File: src/design/sample_set_statistics_defines.svh
// ----------------------------------------------------------------------------
// Assertion macros for the sample set statistics block.
// Each macro expands to a labeled concurrent assertion, or to nothing.
// ----------------------------------------------------------------------------
`ifndef SAMPLE_SET_STATISTICS_DEFINES_SVH
`define SAMPLE_SET_STATISTICS_DEFINES_SVH
`ifndef ASSERT_OFF
`define SSS_ASSERT(label, clk, rst_n, prop, msg) \
	label: assert property (@(posedge clk) disable iff (!rst_n) (prop)) else $error(msg);
`define SSS_ASSERT_NEXT(label, clk, rst_n, ante, cons, msg) \
	label: assert property (@(posedge clk) disable iff (!rst_n) (ante) |=> (cons)) \
		else $error(msg);
`else
`define SSS_ASSERT(label, clk, rst_n, prop, msg)
`define SSS_ASSERT_NEXT(label, clk, rst_n, ante, cons, msg)
`endif
`endif

File: src/design/sss_sqrt.sv
// ----------------------------------------------------------------------------
// Sample set statistics square root
// Digit-by-digit floor square root, one result bit per cycle.
// ----------------------------------------------------------------------------
module sss_sqrt (
	input  logic        clk,
	input  logic        arst_n,
	input  logic        start,
	input  logic [63:0] radicand,
	output logic        done,
	output logic [31:0] root
);
	logic [63:0] v_q;
	logic [63:0] res_q;
	logic [63:0] bit_q;
	logic busy_q;
	logic [63:0] cand;

	assign cand = res_q + bit_q;

	always_ff @(posedge clk or negedge arst_n) begin
		if (!arst_n) begin
			busy_q <= 1'b0;
			done <= 1'b0;
		end else begin
			done <= 1'b0;
			if (start) begin
				busy_q <= 1'b1;
			end else if (busy_q && bit_q[1:0] != 2'b00) begin
				busy_q <= 1'b0;
				done <= 1'b1;
			end
		end
	end

	always_ff @(posedge clk) begin
		if (start) begin
			v_q <= radicand;
			res_q <= '0;
			bit_q <= 64'h4000_0000_0000_0000;
		end else if (busy_q) begin
			if (v_q >= cand) begin
				v_q <= v_q - cand;
				res_q <= (res_q >> 1) + bit_q;
			end else begin
				res_q <= res_q >> 1;
			end
			bit_q <= bit_q >> 2;
		end
	end

	assign root = res_q[31:0];
endmodule
File: config.mk
export PLATFORM = sky130hd
export DESIGN_NAME = sss_sqrt
export DESIGN_NICKNAME = d
export VERILOG_FILES = /design/src/design/sample_set_statistics_defines.svh /design/src/design/sss_sqrt.sv
export SDC_FILE = /design/constraint.sdc
export NUM_CORES = 1
export LEC_CHECK = 0
export BUFFER_PORTS_ARGS = -buffer_cell sky130_fd_sc_hd__buf_2
export CORE_AREA = 5 5 172 174
export CTS_CLUSTER_DIAMETER = 150
export DETAILED_ROUTE_END_ITERATION = 6
export DIE_AREA = 0 0 177 179
export GPL_TIMING_DRIVEN = 0
export HOLD_SLACK_MARGIN = 0.12
export PLACE_DENSITY = 0.73
export REMOVE_ABC_BUFFERS = 1
export SYNTH_ARGS = -nofsm -noshare
export SYNTH_HDL_FRONTEND = slang
export SYNTH_SLANG_ARGS = --single-unit
File: constraint.sdc
create_clock -name clk -period 8.8 [get_ports clk]
set_input_delay 2.64 -clock clk [delete_from_list [all_inputs] [get_ports clk]]
set_output_delay 2.64 -clock clk [all_outputs]
set_load 0.02 [all_outputs]
Word-level counts from Yosys, hierarchy flattened
Index checks and enable logic that the tools add are counted.
{"block": "classes", "n_addsub": 3, "n_mux": 8, "magnitude_cmp": 1, "reduce_logical": 5}
{"cell": "64-bit two-way mux", "n": 4}
{"cell": "63-bit by 63-bit adder with 64-bit output", "n": 1}
{"cell": "64-bit by 63-bit adder with 64-bit output", "n": 1}
{"cell": "64-bit greater-or-equal comparator", "n": 1}
{"cell": "64-bit subtractor", "n": 1}
{"cell": "2-bit nonzero test", "n": 3}
{"cell": "1-bit two-way mux", "n": 4}
{"cell": "2-bit AND reduction", "n": 1}
{"cell": "1-bit logical AND", "n": 1}
{"block": "totals", "word_cells": 22, "regBits": 162}

Longest topological paths before layout
Gate-level depths: netlist of the first run.
{"block": "logic_depth", "word_depth": 5, "depth_mapped": 28, "mapped_depth_nobuf": 25}

Least setup slack after synthesis of the first run
No wires, ideal clock.
{"block": "synth_path", "path_kind": "register -> register", "from": "register res_q[2]", "to": "register v_q[0] (enable)", "path_buffers": 2, "arrival_time_ns": 6.046, "path_stages_with_launch": 24, "slack_ns": 2.321, "required_ns": 8.368, "setup_ns": 0.432, "cell_sequence": "dfxtp_1 ha_1 a31o_2 a31oi_1 o21ai_2 a21oi_1 o31ai_4 a21oi_1 o31ai_2 a21o_1 a21oi_1 o21bai_1 xnor2_1 ha_1 clkbuf_1 nand4_1 nor3_1 nand4_1 o31ai_1 a221oi_1 o41ai_1 buf_2 nand2_1 nand2b_1"}
{"block": "synth_via", "elab_chain_cells": 4}
{"element": "start, declared", "line": "sss_sqrt.sv:14", "source": "logic [63:0] res_q;"}
{"element": "start signal, assigned", "line": "sss_sqrt.sv:44", "source": "res_q <= (res_q >> 1) + bit_q;"}
{"element": "start signal, assigned", "line": "sss_sqrt.sv:46", "source": "res_q <= res_q >> 1;"}
{"element": "64-bit by 63-bit adder with 64-bit output", "line": "sss_sqrt.sv:19", "source": "assign cand = res_q + bit_q;"}
{"element": "64-bit greater-or-equal comparator", "line": "sss_sqrt.sv:42", "source": "if (v_q >= cand) begin"}
{"element": "2-bit nonzero test (no line)"}
{"element": "2-bit AND reduction (no line)"}
{"element": "end signal, assigned", "line": "sss_sqrt.sv:38", "source": "v_q <= radicand;"}
{"element": "end signal, assigned", "line": "sss_sqrt.sv:43", "source": "v_q <= v_q - cand;"}
{"element": "end, declared", "line": "sss_sqrt.sv:13", "source": "logic [63:0] v_q;"}
No other way between the ends.
A chain may end at the register's enable or synchronous reset.

Final worst setup path of the first run
{"block": "layout_path", "from": "register bit_q[0]", "to": "register v_q[29] (enable)"}
{"block": "layout_via", "elab_chain_cells": 4}
{"element": "start, declared", "line": "sss_sqrt.sv:15", "source": "logic [63:0] bit_q;"}
{"element": "start signal, assigned", "line": "sss_sqrt.sv:48", "source": "bit_q <= bit_q >> 2;"}
{"element": "64-bit by 63-bit adder with 64-bit output", "line": "sss_sqrt.sv:19"}
{"element": "64-bit greater-or-equal comparator", "line": "sss_sqrt.sv:42"}
{"element": "2-bit nonzero test (no line)"}
{"element": "2-bit AND reduction (no line)"}
No other way between the ends.

==> flow_summary.json, run 1 <==
{
  "status": "completed",
  "finalWorstSetupSlack_ps": 1660,
  "fp.dieH_um": 179,
  "insertedDiodeCount": 0,
  "path_class": "reg2reg",
  "end_kind": "flop",
  "syn_to_final_growth_pct": 6.85,
  "grt_pass1_wl_um": 64400,
  "cts_buffer_depth": 2,
  "power_leakage_uw": 0.00660,
  "use_met3": 0.0304,
  "fillerInstances": 2568,
  "met1_usage": 0.328,
  "synth_area_um2": 15100,
  "reg2reg_from": "bit_q[0]",
  "final_cell_mix": "nand2_1 (217), nor2_1 (203), o21ai_0 (154)",
  "io_buffer_count": 99,
  "min_period_ps": 7140,
  "ys_async_sr_fraction": 0.0123,
  "gp_congestion": 0.916,
  "yosys.area.top_type_share": 0.127,
  "overflow": 0,
  "r2r_slack_ps": 1660,
  "worstRegToRegCells": 23,
  "cts.sinks": 162,
  "synth.distinct_cells": 89,
  "p_int_uw": 2740,
  "viasPerCell": 6.14,
  "setup_viol": 0,
  "cts_setup_buffers": 0,
  "maxCapViolations": 0,
  "drc": 0,
  "hold_violations": 0,
  "yosys.area.top_type": "dfxtp_1",
  "ctsHtreeMaxLevel": 4,
  "vias": 14100,
  "clock_latency_ps": 440,
  "final_nets": 2095,
  "cts_made_buffers": 17,
  "dp_slack_ps": 1730,
  "synth-seq-cells": 162,
  "clock_skew_ps": 15.7,
  "antenna_found_initial": 0,
  "hold_depth": 2,
  "wl_per_cell_um": 17.4,
  "hold_slack_ps": 523,
  "grt_use_met2": 0.420,
  "start_kind": "flop",
  "power_uw": 5120,
  "max_freq_ghz": 0.140,
  "num_rows": 61,
  "synthTopCellsByArea": "dfxtp_1 (13%), edfxtp_1 (13%), ha_1 (11%)",
  "first_pass_iters": 5,
  "cts_tree": "built",
  "final.setup.tns_ps": 0,
  "r2r-end": "v_q[29]",
  "ctsResizeCount": 0,
  "final_util": 0.584,
  "clock_power_share": 0.147,
  "ys_seq_area_frac": 0.258,
  "powerDensity_nw_per_um2": 317,
  "first_global_vias": 13000,
  "worst_pin_slew_ps": 1010,
  "crit_path_max_fanout": 33,
  "core_um2": 27600,
  "min_from": "res_q[0]",
  "die_area_um2": 31700,
  "grt-busiest-layer": "met2",
  "swShare": 0.465,
  "ys_warn_count": 0,
  "start_util": 0.547,
  "vdd_ir_drop_max_uv": 180,
  "cts_root_buf": "clkbuf_16",
  "slew_viol_final": 0,
  "die_x_um": 177,
  "syn_inst": 1903,
  "hold-path-endpoint": "res_q[0]",
  "relSlewSlack": 0.322,
  "clk_pin_slew_ps": 70,
  "hpwl_um": 30100,
  "p_switching_uw": 2380,
  "synth-edff-count": 64,
  "cp.required_ps": 8930,
  "finalCritPeriodShare": 0.812,
  "rsz0062_at_grt": "no",
  "ios": 100,
  "routed_wl_um": 39700,
  "drt_iter0_markers": 1106,
  "hold_buffers": 0,
  "drive_above_1_share": 0.0984,
  "pwr-share-comb": 0.612,
  "syn_avg_cell_area_um2": 7.93,
  "grt_use_total": 0.245,
  "sequentialPowerShare": 0.241,
  "holdCritPathClass": "reg2reg",
  "final_common_cell": "nand2_1",
  "drtAntennaViolNets": 0,
  "cp.arrival_ps": 7270,
  "yosys_most_used_dff": "dfxtp_1",
  "grt_max_degree": 140
}
stage by stage:
stage	cells	instance area (µm²)
5_1_grt	2288	16100
6_report	2288	16100
2_1_floorplan	1771	14400
3_5_place_dp	2256	15600
3_3_place_gp	2248	15400
4_1_cts	2288	16100
cells in the mapped netlist (10+ instances only):
library cell,instances
nand2_1,217
nor2_1,203
o21ai_0,154
ha_1,130
a21oi_1,122
dfxtp_1,96
xor2_1,84
clkbuf_1,78
xnor2_1,68
edfxtp_1,64
a21o_1,56
a31oi_1,56
o21bai_1,42
mux2i_1,38
nand4_1,37
buf_4,36
inv_1,32
nor2b_1,32
a211oi_1,27
nand3_1,23
a311oi_1,22
nor3_1,22
or3_1,20
and3_1,17
buf_2,14
nor4_1,12
a21boi_0,11
and2_1,11
nand2b_1,11
o31ai_1,11
a31o_2,10
cells by family after synthesis:
group	share of synthesized area
compound gates	0.274
xor+xnor	0.0882
fa+ha+maj	0.109
buf+inv	0.0521
flops	0.258
mux	0.0282
simple gates	0.190
critical path, stage by stage (launching register included):
cell and delay (ps):
dfxtp_1 440, ha_1 220, ha_1 210, a211oi_1 100, nor3_1 490, a211o_1 220, o21ai_0 170, o41ai_2 620
a41o_1 300, and3_1 240, or2_1 240, nand4_1 130, a21boi_1 190, xnor2_1 120, ha_1 430, and4_1 320
nand2_1 70, nor3_1 290, nand4_1 220, o41ai_2 620, buf_4 300, nand2_1 140, nand2b_4 420, buf_12 280
power by group through the flow:
stage               clock [µW]  sequential (µW)  combinational [µW]
floorplan                    0             1220                2320
global placement             0             1260                2990
detailed placement           0             1240                3080
CTS                        762             1230                3100
global route               793             1250                3460
finish                     751             1230                3130
cell type report:
cell class | count | area, µm² | share of cell area
sequential | 162 | 3900 | 0.242
inverter | 33 | 124 | 0.00768
tap | 378 | 473 | 0.0293
timing repair buffer | 107 | 631 | 0.0391
clock buffer | 24 | 473 | 0.0293
multi-input combinational | 1576 | 10400 | 0.647
clock inverter | 8 | 101 | 0.00628
registers in the layout, summed over array words and instances, names as in the netlist:
name and flops:
v_q 64, done 1, bit_q 32, res_q 64, busy_q 1
routing by layer:
metal,vias to the layer above,part of all wire
met3,51,0.055
met1,6601,0.45
li1,6990,-
met5,-,0
met4,0,0.016
met2,416,0.48
how the worst max path moves through the flow:
stage / from / endpoint / slack, ps / cells after the start
after floorplan: res_q[2] / v_q[0] / -160 / 19
after global placement: bit_q[0] / v_q[32] / -4980 / 21
after detailed placement: bit_q[0] / v_q[30] / 1730 / 23
after CTS: bit_q[0] / v_q[20] / 1670 / 23
after global routing: res_q[16] / v_q[20] / 1190 / 22
final: bit_q[0] / v_q[29] / 1660 / 23
(Power assumes the default switching activity.)
==> run 2: changes to the inputs <==
- ABC_AREA: default -> 1
- CORE_AREA: 5 5 172 174 -> 5 5 198 200
- DIE_AREA: 0 0 177 179 -> 0 0 203 205
- PLACE_DENSITY: 0.73 -> 0.72
- clock period: 8.8 -> 6.9 ns (I/O delays scaled with it)
==> run 2 against run 1 <==
Sequential cell count is the same. Via count increased by 66%. Combinational power grew 91%. Worst hold slack got worse by 21 ps. First-iteration DRC count increased by 110%. Non-clock buffer count fell by 2. Register-to-register slack got worse by 1400 ps. Cell count increased by 79%. Clock power grew 42%. Setup slack got worse by 1400 ps. Critical path type unchanged. Largest cell class unchanged.
==> flow_summary.json, run 2 <==
{
  "viasPerCell": 5.71,
  "cts_root_buf": "clkbuf_16",
  "start_util": 0.542,
  "min_period_ps": 6610,
  "swShare": 0.554,
  "clock_latency_ps": 480,
  "status": "completed",
  "p_int_uw": 3980,
  "maxCapViolations": 0,
  "cts_setup_buffers": 0,
  "syn_to_final_growth_pct": 6.36,
  "ctsHtreeMaxLevel": 4,
  "finalCritPeriodShare": 0.958,
  "wl_per_cell_um": 19.1,
  "synth-seq-cells": 162,
  "gp_congestion": 1.04,
  "seq_area_um2": 3900,
  "r2r_slack_ps": 290,
  "fp.dieH_um": 205,
  "largestRegisters": "res_q x64, v_q x64, bit_q x32",
  "max_freq_ghz": 0.151,
  "clk_pin_slew_ps": 70,
  "die_area_um2": 41600,
  "p_switching_uw": 4930,
  "end_kind": "flop",
  "core_um2": 37200,
  "post-place-cells": 4052,
  "cp.required_ps": 7050,
  "fillerInstances": 3926,
  "num_rows": 71,
  "synth_area_um2": 20200,
  "hold_depth": 2,
  "multi_input_area_um2": 13800,
  "hold_slack_ps": 502,
  "syn_avg_cell_area_um2": 5.62,
  "worstRegToRegCells": 20,
  "worst_pin_slew_ps": 966,
  "powerDensity_nw_per_um2": 415,
  "die_x_um": 203,
  "synth-edff-count": 64,
  "final_cell_mix": "nand2_1 (1208), inv_1 (492), nor2_1 (439)",
  "crit_path_max_fanout": 51,
  "insertedDiodeCount": 0,
  "antenna_found_initial": 0,
  "clock_power_share": 0.120,
  "grt_pass1_wl_um": 117000,
  "vias": 23300,
  "ys_async_sr_fraction": 0.0123,
  "drc": 0,
  "path_class": "reg2reg",
  "relSlewSlack": 0.355,
  "holdCritPathClass": "reg2reg",
  "final_common_cell": "nand2_1",
  "vdd_ir_drop_max_uv": 344,
  "final_nets": 3796,
  "synth_common_cells": "nand2_1 (1209), inv_1 (492), nor2_1 (439), nand3_1 (304), a21oi_1 (217)",
  "ys_warn_count": 0,
  "clock_skew_ps": 24.4,
  "first_global_vias": 22100,
  "finalNonFillerCells": 4085,
  "rsz0062_at_grt": "no",
  "ios": 100,
  "cts.sinks": 162,
  "overflow": 0,
  "cts_buffer_depth": 2,
  "min_from": "res_q[0]",
  "startpoint": "res_q[20]",
  "grt_max_degree": 79,
  "sequentialPowerShare": 0.209,
  "routed_wl_um": 78000,
  "power_leakage_uw": 0.0100,
  "setup_viol": 0,
  "hpwl_um": 63700,
  "cts_tree": "built",
  "yosys_most_used_dff": "dfxtp_1",
  "grt_use_total": 0.363,
  "cp.arrival_ps": 6760,
  "reg2reg_from": "res_q[20]",
  "yosys.area.top_type_share": 0.225,
  "synthTopCellsByArea": "nand2_1 (22%), dfxtp_1 (9.5%), edfxtp_1 (9.5%)",
  "cts_made_buffers": 17,
  "syn_inst": 3592,
  "io_buffer_count": 99,
  "drt_iter0_markers": 2282,
  "slew_viol_final": 0,
  "ys_seq_area_frac": 0.193,
  "start_kind": "flop",
  "synth.distinct_cells": 47,
  "drtAntennaViolNets": 0,
  "synth.most_common_cell": "nand2_1",
  "hold_violations": 0,
  "yosys.area.top_type": "nand2_1",
  "pwr-share-comb": 0.671,
  "finalWorstSetupSlack_ps": 290,
  "dp_slack_ps": -1140,
  "first_pass_iters": 6,
  "drive_above_1_share": 0.0529
}
==> run 2: cell count changes after synthesis, sizes merged, moves of 41 or more <==
cell,delta
nand2,+997
inv,+470
nor2,+245
a31oi,-44
nand3,+282
a21oi,+98
a21o,-41
==> run 2: cells by family (layout without fill, tap and decap cells) <==
logic type,after synthesis,in the layout,synth area share
flip-flops,162,162,0.193
buffers and inverters,621,639,0.126
AO/OA/AOI/OAI,480,480,0.128
adder cells (fa/ha/maj),131,131,0.0816
AND/OR/NAND/NOR,2097,2098,0.427
XOR/XNOR,101,101,0.0438
==> run 2: power by group through the flow <==
stage          clock network [µW]  logic, µW  registers (µW)
2_1_floorplan                   0       4160            1750
3_3_place_gp                    0       5600            1860
3_5_place_dp                    0       5780            1860
4_1_cts                      1060       5820            1840
5_1_grt                      1100       6630            1880
6_report                     1070       5980            1860
==> run 2: path summary, 6_finish.rpt <==
check                                end
worst max register to register   v_q[21]
worst min register to register  res_q[0]
max in group asynchronous         busy_q
min in group asynchronous         busy_q
worst min-delay path            res_q[0]
worst max-delay path             v_q[21]
==> run 2: metal layers <==
layer	vias up	track usage	routed length (µm)	share of wire
met5	-	0	0	0
met4	0	0.200	4940	0.063
met3	222	0.0405	5660	0.073
met2	1043	0.632	36800	0.47
met1	10600	0.437	30500	0.39
li1	11400	-	-	-
==> run 2: stage by stage <==
step / total power, µW / utilization / instance area [µm²] / TNS (ps)
6_report: 8910 / 0.577 / 21500 / 0
5_1_grt: 9620 / 0.577 / 21500 / 0
4_1_cts: 8720 / 0.576 / 21400 / 0
3_5_place_dp: 7640 / 0.558 / 20800 / -70430
3_3_place_gp: 7460 / 0.554 / 20600 / -361330
2_1_floorplan: 5910 / - / 19500 / -8330
==> run 2: layout make-up <==
type                       instances  share of cell area
multi-input combinational       2810               0.643
sequential                       162               0.182
inverter                         502              0.0880
timing repair buffer             105              0.0304
tap                              474              0.0276
clock buffer                      17              0.0198
clock inverter                    15             0.00980
==> run 2: repair_timing <==
item / in CTS / in global routing
pin swaps: 0 / 1
cloned: 0 / 1
hold buffers: 0 / 0
gates resized for setup: 3 / 1
setup endpoints to repair: 78 / 38
==> run 2: critical path: stages (launching register included) <==
cell	delay (ps)
dfxtp_1	630
ha_1	300
nand2_1	100
o21ai_0	350
nand2_1	110
o21ai_0	480
a21oi_1	80
o21ai_0	370
nand3_1	230
nand3_1	150
nand2_1	120
ha_1	400
nand2_1	110
nor2_1	290
nand2_1	200
nor3_2	330
nand2_4	450
nand2_8	450
nand2_2	360
nand2_8	340
buf_12	260
==> run 3: changes to the inputs <==
- CORE_AREA: 5 5 198 200 -> 5 5 277 144
- DIE_AREA: 0 0 203 205 -> 0 0 282 149
==> run 3 against run 2 <==
Worst hold slack better by 9.8 ps. Sequential share of layout area down 0.059 points. Fmax down 0.78%. Non-clock buffer count up 3. Clock-buffer cell count up 2. Clock power about the same. Die area up 0.97%. Routed wire length up 14%. Critical path depth up 1. Via count up 4.8%.
==> flow_summary.json, run 3 (synthesized netlist as in run 2, its figures left out) <==
{
  "status": "completed",
  "fp.dieH_um": 149,
  "cp_common_cell": "nand2_1",
  "met1_usage": 0.635,
  "wl_per_cell_um": 21.6,
  "start_util": 0.546,
  "final_area_um2": 21500,
  "path_cells": "ha_1 > nand2_1 > o21ai_1 > o21bai_1 > nor2_1 > o21ai_1 > nand2_1 > nand2_1 > xor2_1 > ha_1 > nand2_1 > nor2_2 > nand3_1 > nor2_2 > nand4_1 > nand3_2 > nand2_8 > nand2_8 > nand2_2 > nand2_4 > buf_16",
  "holdCritPathClass": "reg2reg",
  "cts_made_buffers": 17,
  "clk_pin_slew_ps": 90,
  "clock_power_share": 0.113,
  "overflow": 0,
  "final.setup.tns_ps": 0,
  "ctsHtreeMaxLevel": 4,
  "cts.sinks": 162,
  "end_kind": "flop",
  "viasPerCell": 5.95,
  "critPathSlowestCell": "dfxtp_1",
  "reg2reg_from": "res_q[12]",
  "cts_root_buf": "clkbuf_16",
  "critPathMaxStageDelay_ps": 620,
  "max_freq_ghz": 0.150,
  "vias": 24500,
  "cp.arrival_ps": 6790,
  "grt_use_met2": 0.482,
  "cp.required_ps": 7020,
  "final_common_cell": "nand2_1",
  "crit_buf_inv": 1,
  "p_switching_uw": 5360,
  "final_nets": 3801,
  "first_global_vias": 20800,
  "pwr-share-comb": 0.691,
  "routed_wl_um": 88700,
  "grt-busiest-layer": "met1",
  "grt_pass1_wl_um": 128000,
  "sequentialPowerShare": 0.196,
  "power_leakage_uw": 0.0100,
  "slew_viol_final": 0,
  "insertedDiodeCount": 0,
  "drive_above_1_share": 0.0545,
  "largestRegisters": "res_q x64, v_q x64, bit_q x32",
  "ios": 100,
  "placed_area_um2": 20800,
  "first_pass_iters": 7,
  "final_util": 0.582,
  "drt_iter0_markers": 3883,
  "core_um2": 37000,
  "powerDensity_nw_per_um2": 437,
  "vdd_ir_drop_max_uv": 303,
  "clock_skew_ps": 21.6,
  "p_int_uw": 4050,
  "drtAntennaViolNets": 0,
  "worst_pin_slew_ps": 1000,
  "use_met3": 0.193,
  "setup_viol": 0,
  "rsz0062_at_grt": "no",
  "hold_buffers": 0,
  "min_from": "res_q[0]",
  "syn_to_final_growth_pct": 6.71,
  "min_period_ps": 6660,
  "clock_latency_ps": 470,
  "cp_top_family": "simple AND/OR/NAND/NOR gates",
  "die_x_um": 282,
  "die_area_um2": 42000,
  "grt_max_degree": 92,
  "startpoint": "res_q[12]",
  "grt_use_total": 0.401,
  "swShare": 0.570,
  "hpwl_um": 71000,
  "hold_violations": 0,
  "antenna_found_initial": 0,
  "hold_slack_ps": 512,
  "final_cell_mix": "nand2_1 (1208), inv_1 (492), nor2_1 (439)",
  "maxCapViolations": 0,
  "relSlewSlack": 0.325,
  "gp_congestion": 1.21,
  "path_class": "reg2reg",
  "finalCritPeriodShare": 0.965,
  "num_rows": 50,
  "cts_buffer_depth": 2,
  "start_kind": "flop",
  "crit_path_max_fanout": 53,
  "drc": 0,
  "io_buffer_count": 99,
  "cts_tree": "built"
}
## run 3: changes by cell type in the layout (fill, tap and decap cells not counted), moves of 2 or more
cell | before | now
buf_16 | 4 | 6
buf_4 | 0 | 2
clkinv_8 | 4 | 1
inv_12 | 2 | 0
inv_6 | 1 | 5
o21ai_2 | 0 | 2
## run 3: cell type report
| type | instances | area (µm²) |
|---|---|---|
| flip-flops and latches | 162 | 3900 |
| clock buffers | 19 | 454 |
| fillers | 3785 | 15400 |
| clock inverters | 13 | 149 |
| repair buffers | 108 | 702 |
| well taps | 494 | 618 |
| inverters | 502 | 1890 |
| multi-input cells | 2812 | 13800 |
## run 3: path summary, 6_finish.rpt
check | cells past startpoint | end | slack (ps)
max | 21 | v_q[25] | 240
min | 2 | res_q[0] | 510
max in group asynchronous | 1 | busy_q | 5420
max reg2reg | 21 | v_q[25] | 240
min reg2reg | 2 | res_q[0] | 510
min in group asynchronous | 1 | busy_q | 1380
## run 3: timing repair
| action | 4_1_cts | 5_1_grt |
|---|---|---|
| endpoints found under the setup margin | 128 | 56 |
| buffers inserted | 0 | 3 |
| cloned | 1 | 2 |
| hold endpoints to repair | 0 | 0 |
| pin swaps | 1 | 2 |
| resized for setup | 4 | 3 |
## run 3: worst reg2reg max path, cell delays in order (launching register included)
cell,delay [ps]
dfxtp_1,620
ha_1,310
nand2_1,110
o21ai_1,320
o21bai_1,170
nor2_1,110
o21ai_1,440
nand2_1,130
nand2_1,380
xor2_1,200
ha_1,420
nand2_1,130
nor2_2,190
nand3_1,200
nor2_2,240
nand4_1,320
nand3_2,270
nand2_8,310
nand2_8,400
nand2_2,350
nand2_4,300
buf_16,290
## run 3: power by group through the flow
stage	Combinational, µW	Sequential [µW]	Clock, µW
after detailed placement	6010	1840	0
final	6500	1840	1060
after CTS	6060	1820	1060
after global routing	7030	1860	1090
after floorplan	4160	1750	0
after global placement	5770	1850	0
## run 3: metal layers
| layer | part of all wire | vias up |
|---|---|---|
| li1 | - | 11500 |
| met1 | 0.46 | 11100 |
| met2 | 0.34 | 1768 |
| met3 | 0.19 | 104 |
| met4 | 0.0098 | 0 |
| met5 | 0 | - |
## run 3: through the flow
stage | setup slack [ps] | cells | total power (µW)
global placement | -4470 | 4066 | 7620
floorplan | -130 | 3473 | 5910
detailed placement | -1300 | 4072 | 7850
finish | 238 | 4110 | 9400
global route | 138 | 4110 | 9980
CTS | 315 | 4105 | 8940
